==> src/rtl/tssm_pkg.sv <==
// ----------------------------------------------------------------------------
// tssm_pkg
// Shared types and constants for the touch session slot map.
// ----------------------------------------------------------------------------
package tssm_pkg;

    localparam int SLOTS     = 16;
    localparam int ALIVE_MAX = 32;
    localparam int SW        = $clog2(SLOTS);
    localparam int AW        = $clog2(ALIVE_MAX);
    localparam int CW        = $clog2(ALIVE_MAX + 1);
    localparam int IDW       = 31;

    localparam logic [1:0] OP_ALIVE  = 2'd0;
    localparam logic [1:0] OP_END    = 2'd1;
    localparam logic [1:0] OP_SET    = 2'd2;
    localparam logic [1:0] OP_UNUSED = 2'd3;

    localparam logic [1:0] RK_ACCEPT = 2'd0;
    localparam logic [1:0] RK_DONE   = 2'd1;
    localparam logic [1:0] RK_HIT    = 2'd2;
    localparam logic [1:0] RK_MISS   = 2'd3;

    localparam logic [1:0] PROF_25DBLB = 2'd3;

    typedef enum logic [3:0] {
        ST_IDLE,
        ST_SET_SCAN,
        ST_SET_RD,
        ST_SET_WR,
        ST_END_INIT,
        ST_KEEP_RD,
        ST_KEEP_SCAN,
        ST_FREE,
        ST_NEW_RD,
        ST_NEW_SCAN,
        ST_OUT
    } state_t;

    typedef struct packed {
        logic [1:0]  kind;
        logic [SW-1:0] slot;
        logic [15:0] prev_x;
        logic [15:0] prev_y;
        logic [15:0] next_x;
        logic [15:0] next_y;
        logic [15:0] next_z;
        logic [15:0] next_force;
        logic        ovf;
    } result_t;

endpackage

==> src/rtl/tssm_ram.sv <==
// ----------------------------------------------------------------------------
// tssm_ram
// Generic simple dual-port RAM (separate write and read addresses), one write and one registered read per cycle.
// ----------------------------------------------------------------------------
module tssm_ram #(
    parameter int WIDTH = 32,
    parameter int DEPTH = 16
) (
    input  logic                     clk,
    input  logic                     we,
    input  logic [$clog2(DEPTH)-1:0] waddr,
    input  logic [WIDTH-1:0]         wdata,
    input  logic [$clog2(DEPTH)-1:0] raddr,
    output logic [WIDTH-1:0]         rdata
);
    logic [WIDTH-1:0] mem [DEPTH];

    always_ff @(posedge clk)
    begin
        if (we)
        begin
            mem[waddr] <= wdata;
        end
        rdata <= mem[raddr];
    end
endmodule

==> src/rtl/tssm_core.sv <==
// ----------------------------------------------------------------------------
// tssm_core
// Sequencer and id comparators walking slots and alive buffer.
// ----------------------------------------------------------------------------
module tssm_core (
    input  logic                 clk,
    input  logic                 rst_n,
    input  logic                 start,
    input  logic [1:0]           op,
    input  logic [30:0]          id_in,
    input  logic [1:0]           profile,
    input  logic [15:0]          px,
    input  logic [15:0]          py,
    input  logic [15:0]          pz,
    input  logic [15:0]          pf,
    output logic                 busy,
    output logic                 done,
    output tssm_pkg::result_t    res,
    output logic [tssm_pkg::SLOTS-1:0] used
);
    import tssm_pkg::*;

    state_t state_reg, state_next;
    logic [SLOTS-1:0] used_reg, used_next, found_reg, found_next, cont_reg, cont_next;
    logic [IDW-1:0]   sess_reg [SLOTS];
    logic [CW-1:0]    cnt_reg, cnt_next;
    logic             ovf_reg, ovf_next;
    logic [CW-1:0]    i_reg, i_next;
    logic [SW:0]      j_reg, j_next;
    logic [IDW-1:0]   key_reg, key_next;
    logic [1:0]       prof_reg;
    logic [63:0]      pos_reg;
    result_t          res_reg, res_next;
    logic             held_reg, held_next;
    logic [SW-1:0]    free_reg, free_next;
    logic             hasfree_reg, hasfree_next;
    logic             sess_we;
    logic [SW-1:0]    sess_wa;

    logic             ab_we;
    logic [AW-1:0]    ab_ra;
    logic [IDW-1:0]   ab_rd;
    logic             nx_we;
    logic [63:0]      nx_wd, nx_rd;
    logic             pv_we;
    logic [31:0]      pv_wd, pv_rd;
    logic [SW-1:0]    hit_reg;
    logic [SW-1:0]    js;
    logic             match;

    assign js    = j_reg[SW-1:0];
    assign match = (sess_reg[js] == key_reg);

    tssm_ram #(.WIDTH(IDW), .DEPTH(ALIVE_MAX)) u_alive (
        .clk(clk), .we(ab_we), .waddr(cnt_reg[AW-1:0]), .wdata(id_in),
        .raddr(ab_ra), .rdata(ab_rd));
    tssm_ram #(.WIDTH(64), .DEPTH(SLOTS)) u_next (
        .clk(clk), .we(nx_we), .waddr(hit_reg), .wdata(nx_wd),
        .raddr(js), .rdata(nx_rd));
    tssm_ram #(.WIDTH(32), .DEPTH(SLOTS)) u_prev (
        .clk(clk), .we(pv_we), .waddr(hit_reg), .wdata(pv_wd),
        .raddr(js), .rdata(pv_rd));

    assign ab_we = start && (op == OP_ALIVE) && (cnt_reg < CW'(ALIVE_MAX));
    assign ab_ra = i_reg[AW-1:0];

    always_comb
    begin
        nx_wd = {(prof_reg == PROF_25DBLB) ? pos_reg[63:32] : nx_rd[63:32], pos_reg[31:0]};
        pv_wd = cont_reg[hit_reg] ? nx_rd[31:0] : pos_reg[31:0];
        nx_we = (state_reg == ST_SET_WR);
        pv_we = (state_reg == ST_SET_WR);
    end

    always_comb
    begin
        state_next = state_reg;
        unique case (state_reg)
            ST_IDLE:
            begin
                if (start && op == OP_SET)
                    state_next = ST_SET_SCAN;
                else if (start && op == OP_END)
                    state_next = ST_END_INIT;
                else if (start && op == OP_ALIVE)
                    state_next = ST_OUT;
            end
            ST_SET_SCAN:
            begin
                if (used_reg[js] && match)
                    state_next = ST_SET_RD;
                else if (j_reg == (SW+1)'(SLOTS - 1))
                    state_next = ST_OUT;
            end
            ST_SET_RD:    state_next = ST_SET_WR;
            ST_SET_WR:    state_next = ST_OUT;
            ST_END_INIT:  state_next = (cnt_reg == '0) ? ST_FREE : ST_KEEP_RD;
            ST_KEEP_RD:   state_next = ST_KEEP_SCAN;
            ST_KEEP_SCAN:
            begin
                if ((used_reg[js] && !found_reg[js] && ab_rd == sess_reg[js])
                    || j_reg == (SW+1)'(SLOTS - 1))
                    state_next = (i_reg + 1'b1 == cnt_reg) ? ST_FREE : ST_KEEP_RD;
            end
            ST_FREE:      state_next = (cnt_reg == '0) ? ST_OUT : ST_NEW_RD;
            ST_NEW_RD:    state_next = ST_NEW_SCAN;
            ST_NEW_SCAN:
            begin
                if (j_reg == (SW+1)'(SLOTS - 1))
                    state_next = (i_reg + 1'b1 == cnt_reg) ? ST_OUT : ST_NEW_RD;
            end
            ST_OUT:       state_next = ST_IDLE;
            default:      state_next = ST_IDLE;
        endcase
    end

    always_comb
    begin
        used_next    = used_reg;
        found_next   = found_reg;
        cont_next    = cont_reg;
        cnt_next     = cnt_reg;
        ovf_next     = ovf_reg;
        i_next       = i_reg;
        j_next       = j_reg;
        key_next     = key_reg;
        res_next     = res_reg;
        held_next    = held_reg;
        free_next    = free_reg;
        hasfree_next = hasfree_reg;
        sess_we      = 1'b0;
        sess_wa      = js;
        unique case (state_reg)
            ST_IDLE:
            begin
                j_next   = '0;
                i_next   = '0;
                key_next = id_in;
                res_next = '0;
                if (start && op == OP_ALIVE)
                begin
                    if (cnt_reg < CW'(ALIVE_MAX))
                        cnt_next = cnt_reg + 1'b1;
                    else
                        ovf_next = 1'b1;
                    res_next.kind = RK_ACCEPT;
                    res_next.ovf  = ovf_next;
                end
                else if (start && op == OP_SET)
                begin
                    res_next.kind = RK_MISS;
                    res_next.ovf  = ovf_reg;
                end
                else if (start && op == OP_END)
                begin
                    res_next.kind = RK_DONE;
                    res_next.ovf  = ovf_reg;
                end
            end
            ST_SET_SCAN:
            begin
                if (!(used_reg[js] && match))
                    j_next = j_reg + 1'b1;
            end
            ST_SET_WR:
            begin
                res_next.kind       = RK_HIT;
                res_next.slot       = hit_reg;
                res_next.prev_x     = pv_wd[15:0];
                res_next.prev_y     = pv_wd[31:16];
                res_next.next_x     = nx_wd[15:0];
                res_next.next_y     = nx_wd[31:16];
                res_next.next_z     = nx_wd[47:32];
                res_next.next_force = nx_wd[63:48];
            end
            ST_END_INIT:
            begin
                cont_next  = used_reg;
                found_next = '0;
            end
            ST_KEEP_RD:
            begin
                j_next = '0;
            end
            ST_KEEP_SCAN:
            begin
                key_next = ab_rd;
                if (used_reg[js] && !found_reg[js] && ab_rd == sess_reg[js])
                begin
                    found_next[js] = 1'b1;
                    i_next = i_reg + 1'b1;
                end
                else if (j_reg == (SW+1)'(SLOTS - 1))
                    i_next = i_reg + 1'b1;
                else
                    j_next = j_reg + 1'b1;
            end
            ST_FREE:
            begin
                used_next  = used_reg & found_reg;
                found_next = '0;
                i_next     = '0;
            end
            ST_NEW_RD:
            begin
                j_next       = '0;
                held_next    = 1'b0;
                hasfree_next = 1'b0;
            end
            ST_NEW_SCAN:
            begin
                if (used_reg[js] && ab_rd == sess_reg[js])
                    held_next = 1'b1;
                if (!used_reg[js] && !hasfree_reg)
                begin
                    hasfree_next = 1'b1;
                    free_next    = js;
                end
                if (j_reg == (SW+1)'(SLOTS - 1))
                begin
                    i_next = i_reg + 1'b1;
                    if (!(held_reg || (used_reg[js] && ab_rd == sess_reg[js])))
                    begin
                        if (hasfree_reg || !used_reg[js])
                        begin
                            sess_we = 1'b1;
                            sess_wa = hasfree_reg ? free_reg : js;
                            used_next[sess_wa] = 1'b1;
                            cont_next[sess_wa] = 1'b0;
                        end
                    end
                end
                else
                    j_next = j_reg + 1'b1;
            end
            ST_OUT:
            begin
                if (res_reg.kind == RK_DONE)
                begin
                    cnt_next = '0;
                    ovf_next = 1'b0;
                end
            end
            default: ;
        endcase
    end

    always_ff @(posedge clk or negedge rst_n)
    begin
        if (!rst_n)
        begin
            state_reg <= ST_IDLE;
            used_reg  <= '0;
            found_reg <= '0;
            cont_reg  <= '0;
            cnt_reg   <= '0;
            ovf_reg   <= 1'b0;
        end
        else
        begin
            state_reg <= state_next;
            used_reg  <= used_next;
            found_reg <= found_next;
            cont_reg  <= cont_next;
            cnt_reg   <= cnt_next;
            ovf_reg   <= ovf_next;
        end
    end

    always_ff @(posedge clk)
    begin
        i_reg       <= i_next;
        j_reg       <= j_next;
        key_reg     <= key_next;
        res_reg     <= res_next;
        held_reg    <= held_next;
        free_reg    <= free_next;
        hasfree_reg <= hasfree_next;
        if (state_reg == ST_IDLE)
        begin
            prof_reg <= profile;
            pos_reg  <= {pf, pz, py, px};
        end
        if (state_reg == ST_SET_SCAN)
            hit_reg <= js;
        if (sess_we)
            sess_reg[sess_wa] <= ab_rd;
    end

    always_comb
    begin
        busy = (state_reg != ST_IDLE);
        done = (state_reg == ST_OUT);
        res  = res_reg;
        used = used_reg;
    end
endmodule

==> src/rtl/touch_session_slot_map.sv <==
// ----------------------------------------------------------------------------
// touch_session_slot_map
// Maps touch session ids to 16 slots and tracks their positions.
//
// channel  dir  fields
// s_axis   in   tdata: operation, session_id, profile, pos_x, pos_y, pos_z, force_in
// m_axis   out  tdata: result_kind, slot_index, prev/next pos, occupied_mask, overflow
//
// Alive id: no slot walk. Set: walks the slots for a matching id.
// End: walks the slots twice per listed id, a keep pass and then a new-slot pass.
// Reset clears slot flags and alive count; no clearing pass.
// Input is taken again only after the result beat has left the output register.
// ----------------------------------------------------------------------------
module touch_session_slot_map (
    input  logic         clk,
    input  logic         rst_n,
    input  logic         s_axis_tvalid,
    output logic         s_axis_tready,
    // operation, session_id, profile, pos_x, pos_y, pos_z, force_in, zero pad
    input  logic [103:0] s_axis_tdata,
    output logic         m_axis_tvalid,
    input  logic         m_axis_tready,
    // result_kind, slot_index, prev_x, prev_y, next_x, next_y, next_z,
    // next_force, occupied_mask, list_overflow, zero pad
    output logic [119:0] m_axis_tdata
);
    import tssm_pkg::*;

    logic             busy, done, start;
    result_t          res;
    logic [SLOTS-1:0] used;
    logic             ovalid_reg;
    logic [119:0]     odata_reg;
    logic [15:0]      occ;

    assign s_axis_tready = !busy && !ovalid_reg;
    assign start = s_axis_tvalid && s_axis_tready && (s_axis_tdata[1:0] != OP_UNUSED);

    tssm_core u_core (
        .clk(clk), .rst_n(rst_n), .start(start),
        .op(s_axis_tdata[1:0]), .id_in(s_axis_tdata[32:2]),
        .profile(s_axis_tdata[34:33]), .px(s_axis_tdata[50:35]),
        .py(s_axis_tdata[66:51]), .pz(s_axis_tdata[82:67]),
        .pf(s_axis_tdata[98:83]), .busy(busy), .done(done),
        .res(res), .used(used));

    assign occ = 16'(used);

    always_ff @(posedge clk or negedge rst_n)
    begin
        if (!rst_n)
            ovalid_reg <= 1'b0;
        else if (done)
            ovalid_reg <= 1'b1;
        else if (m_axis_tready)
            ovalid_reg <= 1'b0;
    end

    always_ff @(posedge clk)
    begin
        if (done)
            odata_reg <= {1'b0, res.ovf, occ, res.next_force, res.next_z,
                          res.next_y, res.next_x, res.prev_y, res.prev_x,
                          4'(res.slot), res.kind};
    end

    assign m_axis_tvalid = ovalid_reg;
    assign m_axis_tdata  = odata_reg;
endmodule

==> config.mk <==
export PLATFORM = sky130hd
export DESIGN_NAME = touch_session_slot_map
export DESIGN_NICKNAME = d
export VERILOG_FILES = /design/src/rtl/tssm_pkg.sv /design/src/rtl/tssm_ram.sv /design/src/rtl/tssm_core.sv /design/src/rtl/touch_session_slot_map.sv
export SDC_FILE = /design/constraint.sdc
export NUM_CORES = 2
export LEC_CHECK = 0
export BUFFER_PORTS_ARGS = -buffer_cell sky130_fd_sc_hd__clkbuf_2
export CAP_MARGIN = 10
export CORE_MARGIN = 2
export CORE_UTILIZATION = 55
export DETAILED_ROUTE_END_ITERATION = 16
export PLACE_DENSITY = 0.71
export SYNTH_ARGS = -nofsm -noshare
export SYNTH_HDL_FRONTEND = slang
export SYNTH_SLANG_ARGS = --single-unit
==> constraint.sdc <==
create_clock -name clk -period 14 [get_ports clk]
set_input_delay 2.8 -clock clk [delete_from_list [all_inputs] [get_ports clk]]
set_output_delay 2.8 -clock clk [all_outputs]
set_load 0.02 [all_outputs]
# Yosys cells after proc, flatten, opt, wreduce, memory -nomap -nowiden
# Memories as Yosys holds them, arrays and structs flattened. A register that Yosys moved wholly into a read port is not among the register bits.
# Cells that the tools add are included.
dict set report word_totals {
  register_bits 400
  ramBits 2512
  inputBits 108
  elab_cells 204
  mem_count 3
}
# name depth width read_ports rd_clocked_by_memory_dff write_ports line_no
set memory_table {}
lappend memory_table {u_core.u_next.mem 16 64 1 1 1 tssm_ram.sv:16} ;# logic [WIDTH-1:0] mem [DEPTH];
lappend memory_table {u_core.u_alive.mem 32 31 1 1 1 tssm_ram.sv:16}
lappend memory_table {u_core.sess_reg 16 31 1 1 1 tssm_core.sv:25} ;# logic [IDW-1:0] sess_reg [SLOTS];
dict set report classes {
  n_addsub 3
  n_lt_le_gt_ge 6
  n_eq_ne 33
  n_mux 79
  bitwise 5
  reduce_logical 49
}
# cell count
set op_table {}
lappend op_table {{one-hot mux 102 bit (2 select lines)} 1}
lappend op_table {{two-way mux 16 bit} 7}
lappend op_table {{one-hot mux 16 bit (2 select lines)} 3}
lappend op_table {{two-way mux 32 bit} 2}
lappend op_table {{== test 31 bit} 2}
lappend op_table {{one-hot mux 31 bit (2 select lines)} 1}
lappend op_table {{two-way mux 4 bit} 13}
lappend op_table {{one-hot mux 4 bit (10 select lines)} 1}
lappend op_table {{bitwise AND 16 bit} 2}
lappend op_table {{OR 16 bit} 2}
lappend op_table {{two-way mux 6 bit} 5}
lappend op_table {{two-way mux 1 bit} 26}
lappend op_table {{one-hot mux 5 bit (4 select lines)} 1}
lappend op_table {{!= test 2 x 1 -> 1 bit (second input constant)} 9}
lappend op_table {{one-hot mux 6 bit (3 select lines)} 1}
lappend op_table {{== test 4 x 3 -> 1 bit (second input constant)} 4}
lappend op_table {{NOT 16 bit} 1}
lappend op_table {{AND reduction 4 bit} 4}
lappend op_table {{nonzero test 2 bit} 8}
lappend op_table {{< comparator 4 x 5 -> 1 bit (second input constant)} 3}
lappend op_table {{two-way mux 5 bit} 3}
lappend op_table {{logical AND 1 bit} 14}
lappend op_table {{adder 6 x 1 -> 6 bit (second input constant)} 2}
lappend op_table {{binary-select mux 1 bit (select 4 bit)} 3}
lappend op_table {{other kinds (28)} 57}

# Longest topological paths before layout
dict set report logic_depth {
  ltp_word 11
  ltp_mapped 16
}

# Cells and area by module
# Synthesis repeated with hierarchy kept, for this count alone.
dict set report hier_totals {
  cells_unflattened 6074
  hier_area_um2 115639.7
}
# module n_inst cells_each area_per_inst_um2 seq_area_each_um2
set modules_own_cells {}
lappend modules_own_cells {{tssm_ram at u_core.u_next} 1 1647 39581.7 32030.7}
lappend modules_own_cells {{tssm_ram at u_core.u_alive} 1 2192 39163.8 30409.2}
lappend modules_own_cells {tssm_core 1 2108 33255.6 23087.1}
lappend modules_own_cells {touch_session_slot_map 1 127 3638.5 3598.5}

# Worst setup path before layout
# OpenSTA, ideal clock, no wires.
dict set report synth_path {
  path_type {reg-to-reg}
  startpoint {register u_core.state_reg[0]}
  endpoint {memory u_core.u_next.mem[8][0] (enable)}
  setup_ps 644
  arrival_time_ps 7485
  required_time_ps 13356
  path_slack_ps 5871
  path_stages_with_launch 7
  n_path_buf 2
  cell_sequence {dfrtp_1 -> clkbuf_1 -> nand2_1 -> nor3_1 -> clkbuf_1 -> nand2_1 -> nor4_1}
}
dict set report synth_via {
  elab_chain_cells 3
}
# element line_no
set synth_rtl {}
lappend synth_rtl {{from (decl)} tssm_core.sv:23} ;# state_t state_reg, state_next;
lappend synth_rtl {{from (signal assigned)} tssm_core.sv:261} ;# state_reg <= state_next;
lappend synth_rtl {{== test 4 x 2 -> 1 bit} tssm_core.sv:71} ;# nx_we = (state_reg == ST_SET_WR);
lappend synth_rtl {{two-way mux 1 bit} tssm_ram.sv:20} ;# if (we)
lappend synth_rtl {{two-way mux 1 bit (not written as such)} tssm_ram.sv:22} ;# mem[waddr] <= wdata;
lappend synth_rtl {{to (decl)} tssm_ram.sv:16}
# Every way passes these cells.

==> summary.md <==
| Metric | Value |
|---|---|
| Outcome | `completed` |
| Port Buffers | `about 220` |
| # IOs | `230` |
| Core area | `0.207 mm2` |
| Worst path cell trace | `buf_4 -> mux4_2 -> a22o_1 -> a221oi_2 -> a2bb2oi_1 -> o221ai_1 -> a2111o_1 -> nor4_1 -> a211o_1 -> buf_4 -> nor3_2 -> buf_4` |
| Sequential cell area fraction in the yosys report | `0.777` |
| Worst Tran Pin Value | `1.12 ns` |
| Critical path fanouts, max | `52` |
| Total vias in the final route | `55500` |
| Grt met3 use | `0.0461` |
| Largest register FFs | `between 1000 and 1500` |
| WL per Instance | `30.7 um` |
| Synthesized Nets | `5345` |
| Tot GR Track Use | `0.252` |
| F_max | `155 MHz` |
| Setup repair bufs after CTS | `0` |
| Root Buffer | `clkbuf_16` |
| 1st-pass router iterations | `6` |
| DP HPWL | `about 140 mm` |
| Max VDD drop | `about 0.20 mV` |
| CP Launch Type | `flop` |
| CTS Buf Count | `between 300 and 400` |
| Worst Path Required | `14.58 ns` |
| Sink Count | `3011` |
| Commonest non-fill, non-tap cell in the layout | `edfxtp_1` |
| Avg Synthesized Cell Area | `22.0 um2` |
| Worst clock skew | `approximately 0.068 ns` |
| FF-to-FF End | `u_core.sess_reg[2][0]` |
| Final worst-path cycle share | `0.460` |
| Synth-to-Final Area Change | `12.8%` |
| Hold depth | `0` |
| Global-route wire length before repair | `384 mm` |
| Detailed Route Iter0 Violations | `7620` |
| Slowest CP cell | `dfxtp_4` |
| DRT antenna net count | `0` |
| Setup tns final | `0 ns` |
| Gate Count Post-Synth | `between 5000 and 6000` |
| CTS tree | `yes` |
| Maximum clock path buffer count | `4` |
| Max_slew headroom | `0.253` |
| Pins over their slew limit | `0` |
| Critical Path Most Common Cell | `buf_4` |
| Distinct cell type count after synthesis | `84` |
| Setup repair after global routing missed its margin | `no` |
| Fin. Hold Viols | `0` |
| Fin nets | `approximately 5800` |
| Yosys Warn Count | `0` |
| Setup Viol. Count Final | `0` |
| CP peak stage delay | `0.85 ns` |
| GRT Residual Overflow | `0` |
| Setup crit end kind | `flop` |
| Rows | `167` |
| Power Density | `204 mW/mm2` |
| HP Class | `reg -> reg` |
| Initial antenna violation count | `17` |
| Met2 usage | `0.386` |
| Initial core utilization | `0.554` |
| DIE AREA | `around 0.21 mm2` |
| Synth Flop Type | `edfxtp_1` |
| CP arrival | `between 7 and 8 ns` |
| Routability cong. | `around 0.87` |
| Vias in the first global route | `55100` |
| Worst Reg-to-Reg Cells | `12` |
| H-tree depth | `5` |
| Largest net degree at the start of global routing | `151` |
| Synth async-reset ratio | `0.0199` |
| Worst setup path end | `u_core.sess_reg[2][0]` |
| Vias per cell | `~6.4` |
| CTS clk-pin slew, worst paths | `roughly 0.060 ns` |
| Die Span X | `461 um` |
| Max-cap violations | `0` |
| Post-synth EDFFs | `2852` |
| Worst-Skew Late Latency | `0.94 ns` |
| PostCTS Resize Cnt | `0` |
| Remaining DRCs | `0` |
| Die Ht | `approximately 460 um` |
| Flops & latches, synth | `3011` |
| Critical Setup Path Class | `reg -> reg` |
| Commonest cells after routing, fill and taps aside | `edfxtp_1, mux4_2, clkbuf_16` |
| FF-to-FF setup slack | `7.57 ns` |
| Pleak | `0.0415 uW` |
| M1 GR Usage | `0.377` |
| Layout cell share with drive strength beyond 1 | `0.290` |
| Worst hold margin | `0.395 ns` |
| Cell Area, Synth | `0.115 mm2` |
| GR peak layer | `met2` |
| CTS Hold Bufs | `0` |
| Period minus WS final | `6.43 ns` |
| Routed wire length | `266 mm` |
-- synth_stat cells (20+ instances only) --
cell	instances	area [um2]
xor2_1	46	403
nand3_1	30	150
buf_1	62	233
a21oi_1	33	165
a22oi_1	31	233
and2_1	74	463
nor3_1	35	175
mux2i_1	141	1410
buf_2	31	155
nand2_1	229	860
edfxtp_1	2852	85600
o21ai_0	40	200
xnor2_1	39	342
nor2_1	132	495
dfrtp_1	60	1500
clkbuf_1	158	593
mux2_2	80	901
o31ai_1	20	150
o211ai_1	23	173
inv_1	22	82.6
mux4_2	720	16200
dfxtp_1	99	1980
-- worst max-delay path: cells and delay by family (launching register included) --
kind / cells / cell delay [ns]
AOI/OAI and AO/OA: 6 / 1.79
buffers and inverters: 3 / 1.73
DFF: 1 / 0.85
muxes: 1 / 0.59
and+or+nand+nor: 2 / 1.03
-- through the flow --
step	utilization	instances	total power (uW)	area, um2	setup slack, ns
global route	0.624	8662	27300	129000	7.30
finish	0.624	8665	26400	129000	7.57
global placement	0.578	8106	18600	120000	7.69
detailed placement	0.578	8106	18700	120000	7.54
floorplan	-	5226	16600	115000	5.87
CTS	0.624	8655	26500	129000	7.51
-- per-layer routing --
| layer | up-vias | share of wire |
|---|---|---|
| met2 | 3004 | 0.48 |
| met3 | 457 | 0.095 |
| met4 | 16 | 0.024 |
| met1 | 29500 | 0.41 |
| met5 | - | 0.00038 |
| li1 | 22600 | - |
-- logic make-up after synthesis --
logic type                 count (synthesis)  share of synthesized area
AOI/OAI and AO/OA                        280                     0.0181
adders and majority gates                 12                    0.00129
DFF                                     3011                      0.777
buffers and inverters                    294                     0.0108
and+or+nand+nor                          598                     0.0245
other                                      1                  0.0000327
xor gates and xnor gates                  85                    0.00649
muxes                                    945                      0.162
-- final cells by class --
| cell class | count | area (um2) |
|---|---|---|
| antenna | 8 | 20.0 |
| tap | 2788 | 3490 |
| clock buffer | 415 | 8460 |
| sequential | 3011 | 89100 |
| multi-input combinational | 1921 | 24900 |
| fill | 13900 | 77900 |
| inverter | 25 | 96.3 |
| clock inverter | 134 | 1130 |
| timing repair buffer | 363 | 2230 |
-- worst min path at each step --
stage                   start                 to  slack (ns)
6_report       u_core.res[10]   m_axis_tdata[95]        0.39
5_1_grt        u_core.res[10]   m_axis_tdata[95]        0.41
4_1_cts        u_core.res[10]   m_axis_tdata[95]        0.39
3_5_place_dp   u_core.res[67]   m_axis_tdata[24]        0.40
3_3_place_gp   u_core.res[55]   m_axis_tdata[44]        0.40
2_1_floorplan  u_core.res[15]  m_axis_tdata[100]        0.40
-- power breakdown --
| part | switching, uW | internal, uW |
|---|---|---|
| Combinational | 3650 | 2880 |
| Clock | 3280 | 4570 |
| Sequential | 719 | 11300 |
| Total | 7660 | 18700 |
Note: power is estimated with default switching activity, not from simulation.
